## config.mk

```make
export PLATFORM = sky130hd
export DESIGN_NAME = ogfs_ctrl
export DESIGN_NICKNAME = d
export VERILOG_FILES = /design/src/sv/ogfs_pkg.sv /design/src/sv/ogfs_ctrl.sv
export SDC_FILE = /design/constraint.sdc
export NUM_CORES = 1
export LEC_CHECK = 0
export ABC_AREA = 0
export BUFFER_PORTS_ARGS = -buffer_cell sky130_fd_sc_hd__buf_2
export CAP_MARGIN = 20
export CORE_MARGIN = 2
export CORE_UTILIZATION = 50
export DETAILED_ROUTE_END_ITERATION = 10
export GPL_TIMING_DRIVEN = 0
export PLACE_DENSITY_LB_ADDON = 0.08
export SLEW_MARGIN = 5
export SYNTH_ARGS = -nofsm -noshare
export SYNTH_HDL_FRONTEND = slang
export SYNTH_SLANG_ARGS = --single-unit
```

## constraint.sdc

```tcl
create_clock -name clk -period 4 [get_ports clk]
set_input_delay 0.8 -clock clk [delete_from_list [all_inputs] [get_ports clk]]
set_output_delay 0.8 -clock clk [all_outputs]
set_load 0.005 [all_outputs]
```

## src/sv/ogfs_pkg.sv

```systemverilog
// Shared types, constants and helpers for the occupancy grid free cell search core.
package ogfs_pkg;

  localparam int GRID_SIDE  = 256;
  localparam int COORD_BITS = 24;
  localparam int CELL_W     = $clog2(GRID_SIDE);
  localparam int ADDR_W     = 2 * CELL_W;
  localparam int DEPTH      = GRID_SIDE * GRID_SIDE;
  localparam int SIZE_W     = CELL_W + 1;
  localparam int HGT_W      = 24;
  localparam int CFG_W      = 24;
  localparam int CFG_IDX_W  = 3;
  localparam int SCALE_W    = 24;
  localparam int SCALE_LO_W = 12;
  localparam int HALF_W     = 5;
  localparam int REACH_W    = 8;
  localparam int OUT_CELL_W = 8;
  localparam int NDIR       = 8;
  localparam int DIR_W      = 3;
  localparam int DIFF_W     = COORD_BITS + 1;
  localparam int MUL_W      = DIFF_W + SCALE_LO_W + 1;
  localparam int PROD_W     = DIFF_W + SCALE_W + 1;
  localparam int Q_W        = PROD_W - COORD_BITS;
  localparam int SQ_W       = Q_W + 1;
  localparam int POS_W      = CELL_W + 2;

  localparam logic signed [HGT_W-1:0] HGT_MIN = {1'b1, {(HGT_W-1){1'b0}}};
  localparam logic signed [HGT_W-1:0] HGT_MAX = {1'b0, {(HGT_W-1){1'b1}}};

  localparam logic [1:0] DIR_ZERO = 2'b00;
  localparam logic [1:0] DIR_POS  = 2'b01;
  localparam logic [1:0] DIR_NEG  = 2'b11;

  typedef enum logic [1:0] {
    KIND_INSERT = 2'd0,
    KIND_QUERY  = 2'd1,
    KIND_CLEAR  = 2'd2,
    KIND_NONE   = 2'd3
  } kind_t;

  typedef enum logic [1:0] {
    ST_OK     = 2'd0,
    ST_PT_OFF = 2'd1,
    ST_Q_OFF  = 2'd2,
    ST_NO_DIR = 2'd3
  } status_t;

  typedef enum logic [CFG_IDX_W-1:0] {
    CFG_ORIGIN_X  = 3'd0,
    CFG_ORIGIN_Z  = 3'd1,
    CFG_SCALE     = 3'd2,
    CFG_WIDTH     = 3'd3,
    CFG_HEIGHT    = 3'd4,
    CFG_HALF      = 3'd5,
    CFG_REACH     = 3'd6,
    CFG_LIMIT     = 3'd7
  } cfg_idx_t;

  typedef enum logic [4:0] {
    S_INIT, S_IDLE, S_MUL0, S_MUL1, S_MUL2, S_MUL3, S_DISP, S_CLR,
    S_INS_RD, S_INS_WR, S_SQ, S_Q_RD, S_Q_CHK, S_WALK, S_WALK_END,
    S_PICK, S_PRES, S_DONE
  } state_t;

  typedef enum logic [2:0] {
    RES_ZERO, RES_INS, RES_QOFF, RES_QFREE, RES_PICK
  } res_sel_t;

  typedef struct packed {
    logic     in_take;
    logic     clr_wr;
    logic     mul_en;
    logic     mul_hi;
    logic     mul_z;
    logic     ins_rd;
    logic     ins_wr;
    logic     sq_wr;
    logic     q_rd;
    logic     walk_init;
    logic     walk_issue;
    logic     pick;
    logic     res_load;
    res_sel_t res_sel;
    logic     out_load;
  } cmd_t;

  typedef struct packed {
    kind_t kind;
    logic  on_grid;
    logic  clr_last;
    logic  sq_empty;
    logic  sq_last;
    logic  occ_free;
    logic  reach_zero;
    logic  walk_last;
    logic  pick_last;
    logic  out_free;
  } sts_t;

  function automatic logic [1:0] dir_row(input logic [DIR_W-1:0] d);
    case (d)
      3'd1, 3'd2, 3'd3: dir_row = DIR_POS;
      3'd5, 3'd6, 3'd7: dir_row = DIR_NEG;
      default:          dir_row = DIR_ZERO;
    endcase
  endfunction

  function automatic logic [1:0] dir_col(input logic [DIR_W-1:0] d);
    case (d)
      3'd0, 3'd1, 3'd7: dir_col = DIR_POS;
      3'd3, 3'd4, 3'd5: dir_col = DIR_NEG;
      default:          dir_col = DIR_ZERO;
    endcase
  endfunction

  function automatic logic signed [POS_W-1:0] step_pos(input logic [CELL_W-1:0] base,
                                                       input logic [REACH_W-1:0] s,
                                                       input logic [1:0] dir);
    logic signed [POS_W-1:0] b;
    logic signed [POS_W-1:0] st;
    b  = signed'({2'b00, base});
    st = signed'({{(POS_W-REACH_W){1'b0}}, s});
    case (dir)
      DIR_POS: step_pos = b + st;
      DIR_NEG: step_pos = b - st;
      default: step_pos = b;
    endcase
  endfunction

endpackage

```

## src/sv/ogfs_ctrl.sv

```systemverilog
// Sequencer for the occupancy grid core: state machine issuing datapath commands.
module ogfs_ctrl import ogfs_pkg::*; (
  input  logic clk,
  input  logic rst_n,
  input  logic in_valid,
  output logic in_ready,
  input  sts_t sts,
  output cmd_t cmd
);

  state_t state_r, state_nxt;

  always_ff @(posedge clk) begin
    if (!rst_n) begin
      state_r <= S_INIT;
    end else begin
      state_r <= state_nxt;
    end
  end

  always_comb begin
    state_nxt = state_r;
    case (state_r)
      S_INIT:   if (sts.clr_last) state_nxt = S_IDLE;
      S_IDLE:   if (in_valid) state_nxt = S_MUL0;
      S_MUL0:   state_nxt = S_MUL1;
      S_MUL1:   state_nxt = S_MUL2;
      S_MUL2:   state_nxt = S_MUL3;
      S_MUL3:   state_nxt = S_DISP;
      S_DISP: begin
        case (sts.kind)
          KIND_INSERT: state_nxt = S_INS_RD;
          KIND_QUERY:  state_nxt = sts.on_grid ? S_Q_RD : S_DONE;
          KIND_CLEAR:  state_nxt = S_CLR;
          default:     state_nxt = S_DONE;
        endcase
      end
      S_CLR:    if (sts.clr_last) state_nxt = S_DONE;
      S_INS_RD: state_nxt = S_INS_WR;
      S_INS_WR: state_nxt = sts.sq_empty ? S_DONE : S_SQ;
      S_SQ:     if (sts.sq_last) state_nxt = S_DONE;
      S_Q_RD:   state_nxt = S_Q_CHK;
      S_Q_CHK: begin
        if (sts.occ_free) begin
          state_nxt = S_DONE;
        end else if (sts.reach_zero) begin
          state_nxt = S_PICK;
        end else begin
          state_nxt = S_WALK;
        end
      end
      S_WALK:     if (sts.walk_last) state_nxt = S_WALK_END;
      S_WALK_END: state_nxt = S_PICK;
      S_PICK:     if (sts.pick_last) state_nxt = S_PRES;
      S_PRES:     state_nxt = S_DONE;
      S_DONE:     if (sts.out_free) state_nxt = S_IDLE;
      default:    state_nxt = S_INIT;
    endcase
  end

  always_comb begin
    cmd      = '0;
    in_ready = 1'b0;
    case (state_r)
      S_INIT: cmd.clr_wr = 1'b1;
      S_IDLE: begin
        in_ready     = 1'b1;
        cmd.in_take  = in_valid;
        cmd.res_load = in_valid;
        cmd.res_sel  = RES_ZERO;
      end
      S_MUL0: cmd.mul_en = 1'b1;
      S_MUL1: begin
        cmd.mul_en = 1'b1;
        cmd.mul_hi = 1'b1;
      end
      S_MUL2: begin
        cmd.mul_en = 1'b1;
        cmd.mul_z  = 1'b1;
      end
      S_MUL3: begin
        cmd.mul_en = 1'b1;
        cmd.mul_hi = 1'b1;
        cmd.mul_z  = 1'b1;
      end
      S_DISP: begin
        if (sts.kind == KIND_QUERY && !sts.on_grid) begin
          cmd.res_load = 1'b1;
          cmd.res_sel  = RES_QOFF;
        end
      end
      S_CLR: cmd.clr_wr = 1'b1;
      S_INS_RD: begin
        cmd.ins_rd   = 1'b1;
        cmd.res_load = 1'b1;
        cmd.res_sel  = RES_INS;
      end
      S_INS_WR: cmd.ins_wr = 1'b1;
      S_SQ:     cmd.sq_wr  = 1'b1;
      S_Q_RD:   cmd.q_rd   = 1'b1;
      S_Q_CHK: begin
        if (sts.occ_free) begin
          cmd.res_load = 1'b1;
          cmd.res_sel  = RES_QFREE;
        end else begin
          cmd.walk_init = 1'b1;
        end
      end
      S_WALK: cmd.walk_issue = 1'b1;
      S_PICK: cmd.pick = 1'b1;
      S_PRES: begin
        cmd.res_load = 1'b1;
        cmd.res_sel  = RES_PICK;
      end
      S_DONE: cmd.out_load = sts.out_free;
      default: cmd = '0;
    endcase
  end

endmodule

```

==> flow_summary_export.csv, run 1 <==
group,metric,value,unit
global_route,grt_pass1_wl,3.67,mm
die,pin_count,32,
layout,largest_register,"state_r",
layout,layout-drive-gt1-share,0.304,
logic_synthesis,synth_nets,127,
timing,hold_violations,0,
worst_hold_path,hold_path_end,"state_r[2]$_SDFFE_PN0P_",
worst_setup_path,cp_max_fo,10,
route,first_pass_iters,4,
timing,finalCritPeriodShare,0.697,
timing,worst_slew_pin_slew,0.681,ns
die,fp-row-count,14,
flow_run,drv_cap,0,
cts,cts_buffer_depth,2,
cts,hold_buffers,0,
cts,cts_root_buf,"clkbuf_4",
logic_synthesis,synthSimpleGateAreaFrac,0.435,
layout,antenna_cells,0,
logic_synthesis,netlist_top_cells_area,"dfxtp_1 (13%), nor2_1 (10%), a211oi_1 (6.0%), nor3_1 (4.7%), o21ai_0 (4.7%)",
worst_setup_path,reg2regPathDepth,5,
logic_synthesis,synth_area,753,um2
layout,layout.cells.non_filler,164,
logic_synthesis,yosysMostFrequentCell,"nor2_1",
worst_setup_path,rr_startpoint,"state_r[2]$_SDFFE_PN0P_",
cts,cts_setup_buffers,0,
cts,cts_max_level,1,
cts,cts_buffers,3,
logic_synthesis,synth_flop_cell,"dfxtp_1",
timing,slew_headroom,0.534,
logic_synthesis,synthAdderAreaFrac,0,
logic_synthesis,ys_seq_area_frac,0.133,
timing,slew_viol_final,0,
logic_synthesis,yosysTopAreaCell,"dfxtp_1",
logic_synthesis,synth_warnings,0,
logic_synthesis,synth_cell_types,40,
global_route,grt-ovfl-total,0,
logic_synthesis,synth-compound-area-share,0.312,
logic_synthesis,synth_area_per_cell,6.67,um2
place,postPlaceCellArea,928,um2
worst_hold_path,hold_start,"state_r[2]$_SDFFE_PN0P_",
worst_setup_path,criticalPathCategory,"reg2out",
die,die_x,42.8,um
cts,cts_resized,0,
route,wirelength,2.25,mm
place,gp_congestion,0.902,
logic_synthesis,ys_seq_elements,5,
route,avgViaCountPerCell,5.78,
place,dp.cells,160,
die,fp.coreArea,1450,um2
layout,fin_util,0.657,
power_and_ir_drop,power_density,658,nW/um2
layout,areaGrowthSynthToFinish,26.7,%
route,drcViolationCount,0,
place,dp_hpwl,1.70,mm
cts,cts_sinks,5,
route,dr_total_vias,948,
die,initial_core_util,0.518,
worst_setup_path,cp-end-kind,"output port",
worst_setup_path,worst-r2r-setup-slack,2.05,ns
logic_synthesis,synth_top_family_by_area,"simple AND/OR/NAND/NOR gates",
outcome,status,"complete, no violations",
timing,min_period,2.79,ns
route,wl_per_cell,13.7,um
logic_synthesis,synth_top_area_frac,0.133,
worst_hold_path,hp-class,"reg2reg",
place,port-buffer-count,31,
global_route,antenna_found_initial,0,
timing,skew,0.00203,ns
worst_setup_path,rr_endpoint,"state_r[2]$_SDFFE_PN0P_",
cts,cts_tree,"done",
logic_synthesis,synth_edf_count,0,
global_route,grt_pass1_vias,851,
power_and_ir_drop,peakVddDrop,294,uV
die,die_y,42.8,um
worst_setup_path,startpoint,"state_r[2]$_SDFFE_PN0P_",
worst_setup_path,crit_required,3.20,ns
timing,tns,0,ns
logic_synthesis,postSynthCellCount,113,
logic_synthesis,synth_common_cells,"nor2_1 (20), nand2_1 (7), nor3_1 (7), o21ai_0 (7)",
logic_synthesis,synth-xor-area-share,0.0233,
layout,nets,163,
route,first_iter_violations,23,
die,die_area,1830,um2
global_route,grt_max_degree,11,
logic_synthesis,synth-async-reset-ratio,0,
worst_hold_path,whs_path_depth,3,
worst_setup_path,crit_path_start_kind,"flip-flop",
layout,stdcell_area,955,um2
route,ant_nets,0,
timing,fmax,0.359,GHz
layout,largest_reg_flops,5,
worst_setup_path,cp.arrival,1.99,ns
cts,path_clk_slew,0.04,ns
cts,worstSkewPairLatency,0.24,ns
timing,rsz0062_at_grt,"no",
logic_synthesis,synthMuxAreaShare,0.0133,
global_route,grt_util_all_layers,0.258,
power_and_ir_drop,p_leak,0.426,nW
timing,setup_violations,0,
layout,largestRegisters,"state_r (5)",
logic make-up (layout without fill, tap and decap cells):
kind of cell / count (synthesis) / after routing
simple gates: 59 / 59
compound gates: 33 / 33
buf+inv: 13 / 48
flops: 5 / 5
xor+xnor: 2 / 2
mux: 1 / 1
report_power, final:
part / leakage (nW) / internal, W / switching (W)
logic: 0.370 / 0.000201 / 0.000269
clock network: 0.0150 / 0.0000377 / 0.0000208
registers: 0.0413 / 0.0000703 / 0.0000283
through the flow:
step | total power (W) | hold slack, ns | setup slack (ns)
6_report | 0.000628 | 0.830 | 1.21
5_1_grt | 0.000690 | 0.846 | 1.09
4_1_cts | 0.000627 | 0.811 | 1.24
3_5_place_dp | 0.000562 | 0.802 | 1.49
3_3_place_gp | 0.000556 | 0.782 | 1.49
2_1_floorplan | 0.000431 | 0.706 | 1.74
how the worst max path moves through the flow:
stage	end	slack, ns	cells past startpoint
floorplan	cmd[4]	1.74	4
global placement	cmd[4]	1.49	6
detailed placement	cmd[4]	1.49	6
CTS	cmd[4]	1.24	6
global route	cmd[4]	1.09	6
finish	cmd[4]	1.21	6
final cells by class:
cell class | count | area [um2]
buffer | 7 | 40.0
multi-input combinational | 95 | 591
sequential | 5 | 100
tap | 16 | 20.0
clock buffer | 4 | 26.3
timing repair buffer | 31 | 155
fill | 161 | 499
inverter | 6 | 22.5
worst max-delay path, stage by stage, from the launching register on:
cell and delay [ns]:
dfxtp_1 0.48, buf_4 0.24, nor2b_1 0.27, nand2_1 0.16
o31ai_1 0.35, a31o_2 0.15, buf_2 0.10
layout by cell type, fill, tap and decap left out, types with 2 or more instances in the layout:
master,instances
a2111oi_0,2
a211oi_1,6
a21oi_1,6
and2_1,2
buf_2,33
clkbuf_1,4
clkbuf_4,3
dfxtp_1,5
inv_1,6
nand2_1,7
nand2b_1,5
nand3b_1,3
nor2_1,20
nor2b_1,3
nor3_1,7
nor3b_1,2
o211ai_1,2
o21ai_0,7
o22a_1,2
xnor2_1,2
metal layers:
| layer | global-route usage | routed length (um) | vias up | share of wire |
|---|---|---|---|---|
| met5 | 0 | 0 | - | 0 |
| met3 | 0.0298 | 135 | 2 | 0.060 |
| met1 | 0.331 | 1000 | 428 | 0.45 |
| met2 | 0.442 | 1080 | 38 | 0.48 |
| li1 | - | - | 480 | - |
| met4 | 0.0813 | 25 | 0 | 0.011 |
Power figures use the tool's default switching activity.
==> run 2, diff against run 1 <==
--- a/config.mk
+++ b/config.mk
@@ -5,11 +5,11 @@
 export SDC_FILE = /design/constraint.sdc
 export NUM_CORES = 1
 export LEC_CHECK = 0
-export ABC_AREA = 0
+export ABC_AREA = 1
 export BUFFER_PORTS_ARGS = -buffer_cell sky130_fd_sc_hd__buf_2
 export CAP_MARGIN = 20
 export CORE_MARGIN = 2
-export CORE_UTILIZATION = 50
+export CORE_UTILIZATION = 42
 export DETAILED_ROUTE_END_ITERATION = 10
 export GPL_TIMING_DRIVEN = 0
 export PLACE_DENSITY_LB_ADDON = 0.08
==> constraint.sdc (replaced) <==
create_clock -name clk -period 2.2 [get_ports clk]
set_input_delay 0.44 -clock clk [delete_from_list [all_inputs] [get_ports clk]]
set_output_delay 0.44 -clock clk [all_outputs]
set_load 0.005 [all_outputs]
==> flow_summary_export.csv, run 2 <==
group,metric,value,unit
outcome,status,"complete, no violations",
cts,cts_root_buf,"clkbuf_4",
logic_synthesis,netlist_top_cells_area,"nand2_1 (23%), inv_1 (16%), dfxtp_1 (13%), nor2_1 (11%), nand3_1 (9.7%)",
cts,cts_resized,0,
die,pin_count,32,
timing,fmax,0.493,GHz
logic_synthesis,synth_cell_types,19,
global_route,grt_max_degree,9,
layout,stdcell_area,1000,um2
power_and_ir_drop,total_power,0.000790,W
worst_setup_path,max_stage_delay,0.39,ns
route,avgViaCountPerCell,4.72,
timing,worst_slew_pin_slew,0.309,ns
logic_synthesis,yosysMostFrequentCell,"nand2_1",
logic_synthesis,ys_seq_elements,5,
timing,tns,0,ns
worst_setup_path,cp-end-kind,"output port",
layout,final_common_cell,"nand2_1",
route,wirelength,2.16,mm
global_route,grt_pass1_vias,787,
timing,rsz0062_at_grt,"no",
layout,areaGrowthSynthToFinish,29.9,%
route,wl_met2,1.03,mm
layout,nets,205,
layout,largest_register,"state_r",
route,first_pass_iters,4,
route,dr_total_vias,1014,
worst_setup_path,criticalPathCategory,"reg2out",
logic_synthesis,synth_top_area_frac,0.233,
logic_synthesis,synth_warnings,0,
timing,finalCritPeriodShare,0.922,
timing,hold_violations,0,
layout,layout-drive-gt1-share,0.268,
cts,cts_tree,"done",
layout,fin_util,0.582,
worst_setup_path,crit_path_start_kind,"flip-flop",
cts,cts_max_level,1,
timing,slew_viol_final,0,
route,wl_met3,94,um
worst_setup_path,critical_path_buf_inv_count,2,
worst_hold_path,hp-class,"in2reg",
global_route,grt_pass1_wl,3.23,mm
cts,hold_buffers,0,
layout,largestRegisters,"state_r (5)",
timing,min_period,2.03,ns
power_and_ir_drop,p_leak,0.686,nW
logic_synthesis,synth_nets,169,
route,first_iter_violations,13,
route,drt-met1-wl,1.03,mm
die,initial_core_util,0.448,
global_route,grt-ovfl-total,0,
place,pre_cts_ws,0.329,ns
die,fp.coreArea,1730,um2
cts,cts_setup_buffers,0,
place,postPlaceCellArea,960,um2
logic_synthesis,synth_common_cells,"nand2_1 (48), inv_1 (32), nor2_1 (23), nand3_1 (15), a21oi_1 (8)",
logic_synthesis,synth_flop_cell,"dfxtp_1",
worst_setup_path,crit_top_cell,"nand2_1",
timing,slew_headroom,0.794,
cts,cts_buffers,3,
cts,cts_sinks,5,
worst_setup_path,cp_max_fo,7,
logic_synthesis,yosysTopAreaCell,"nand2_1",
timing,setup_ws,0.172,ns
die,die_y,46.9,um
logic_synthesis,ys_seq_area_frac,0.129,
cts,worstSkewPairLatency,0.24,ns
die,die_x,46.9,um
worst_setup_path,crit_required,1.76,ns
logic_synthesis,synth_area,773,um2
place,dp_hpwl,1.82,mm
timing,setup_violations,0,
route,wl_per_cell,10.0,um
worst_setup_path,slowest_stage,"dfxtp_1",
place,gp_congestion,0.880,
place,port-buffer-count,31,
route,drcViolationCount,0,
layout,antenna_cells,0,
logic_synthesis,synth_edf_count,0,
cts,cts_buffer_depth,2,
global_route,grt_util_all_layers,0.207,
logic_synthesis,synth_area_per_cell,4.99,um2
worst_setup_path,cpLargestDelayFamily,"simple AND/OR/NAND/NOR gates",
worst_setup_path,cp.arrival,1.59,ns
cts,path_clk_slew,0.04,ns
die,die_area,2200,um2
worst_setup_path,crit_chain,"inv_2, nand2_1, nor2_4, nand2_1, nor4_2, nor2_1, nand4_1, buf_2",
timing,skew,0.00137,ns
logic_synthesis,postSynthCellCount,155,
flow_run,drv_cap,0,
route,maxUsedRoutingLayer,"met3",
power_and_ir_drop,peakVddDrop,425,uV
route,ant_nets,0,
logic_synthesis,synth-async-reset-ratio,0,
power_and_ir_drop,power_density,786,nW/um2
layout,fillers,219,
die,fp-row-count,15,
layout,largest_reg_flops,5,
layout,layout_common_cells,"nand2_1 (48), inv_1 (32), buf_2 (31)",
global_route,antenna_found_initial,0,
## run 2: changes by cell type after synthesis, moves of 3 or more
| cell | before | now |
|---|---|---|
| nand2_1 | 7 | 48 |
| nand4_1 | 1 | 4 |
| inv_1 | 6 | 32 |
| nor3_1 | 7 | 0 |
| a211oi_1 | 6 | 0 |
| nor2b_1 | 3 | 0 |
| nand3b_1 | 3 | 0 |
| nand3_1 | 0 | 15 |
| o21ai_0 | 7 | 1 |
| nor2_2 | 0 | 5 |
| clkbuf_1 | 3 | 0 |
| nor2_1 | 20 | 23 |
| nand2b_1 | 5 | 0 |
## run 2: worst paths after layout
path,start,to,slack (ns),depth (start not counted)
max,state_r[4]$_SDFFE_PN0P_,cmd[4],0.17,8
min,rst_n,state_r[2]$_SDFFE_PN0P_,0.50,3
max reg2reg,state_r[4]$_SDFFE_PN0P_,state_r[3]$_SDFFE_PN0P_,0.71,10
min reg2reg,state_r[1]$_SDFFE_PN0P_,state_r[1]$_SDFFE_PN0P_,0.53,2
## run 2: cell families after synthesis
kind of cell           share of synthesized area
DFF                                        0.129
and+or+nand+nor                            0.613
AOI/OAI and AO/OA                         0.0728
buffers and inverters                      0.184
## run 2: area by class of cell
| class | instances | area (um2) | share of cell area |
|---|---|---|---|
| sequential | 5 | 100 | 0.0996 |
| buffer | 2 | 15.0 | 0.0149 |
| timing repair buffer | 31 | 155 | 0.154 |
| clock buffer | 4 | 26.3 | 0.0262 |
| inverter | 34 | 128 | 0.127 |
| tap | 25 | 31.3 | 0.0311 |
| multi-input combinational | 114 | 549 | 0.547 |
## run 2: per-layer routing
| layer | GRT usage | up-vias |
|---|---|---|
| met2 | 0.348 | 30 |
| met1 | 0.281 | 437 |
| met5 | 0 | - |
| li1 | - | 547 |
| met4 | 0.00556 | 0 |
| met3 | 0.0538 | 0 |
## run 2: worst register-to-register path: cells and delay by family (launching register included)
kind | cells | cell delay, ns
compound gates | 1 | 0.11
buf+inv | 1 | 0.14
flops | 1 | 0.49
simple gates | 8 | 0.67
## run 2: per-stage QoR
stage	cells	hold WS (ns)
after floorplan	155	0.484
after global placement	211	0.505
after detailed placement	211	0.514
after CTS	215	0.493
after global routing	215	0.518
final	215	0.497
## run 2: where the power goes
group / switching, W / internal [W] / total (W)
logic: 0.000342 / 0.000200 / 0.000542
clock network: 0.0000377 / 0.0000686 / 0.000106
registers: 0.0000291 / 0.000113 / 0.000142
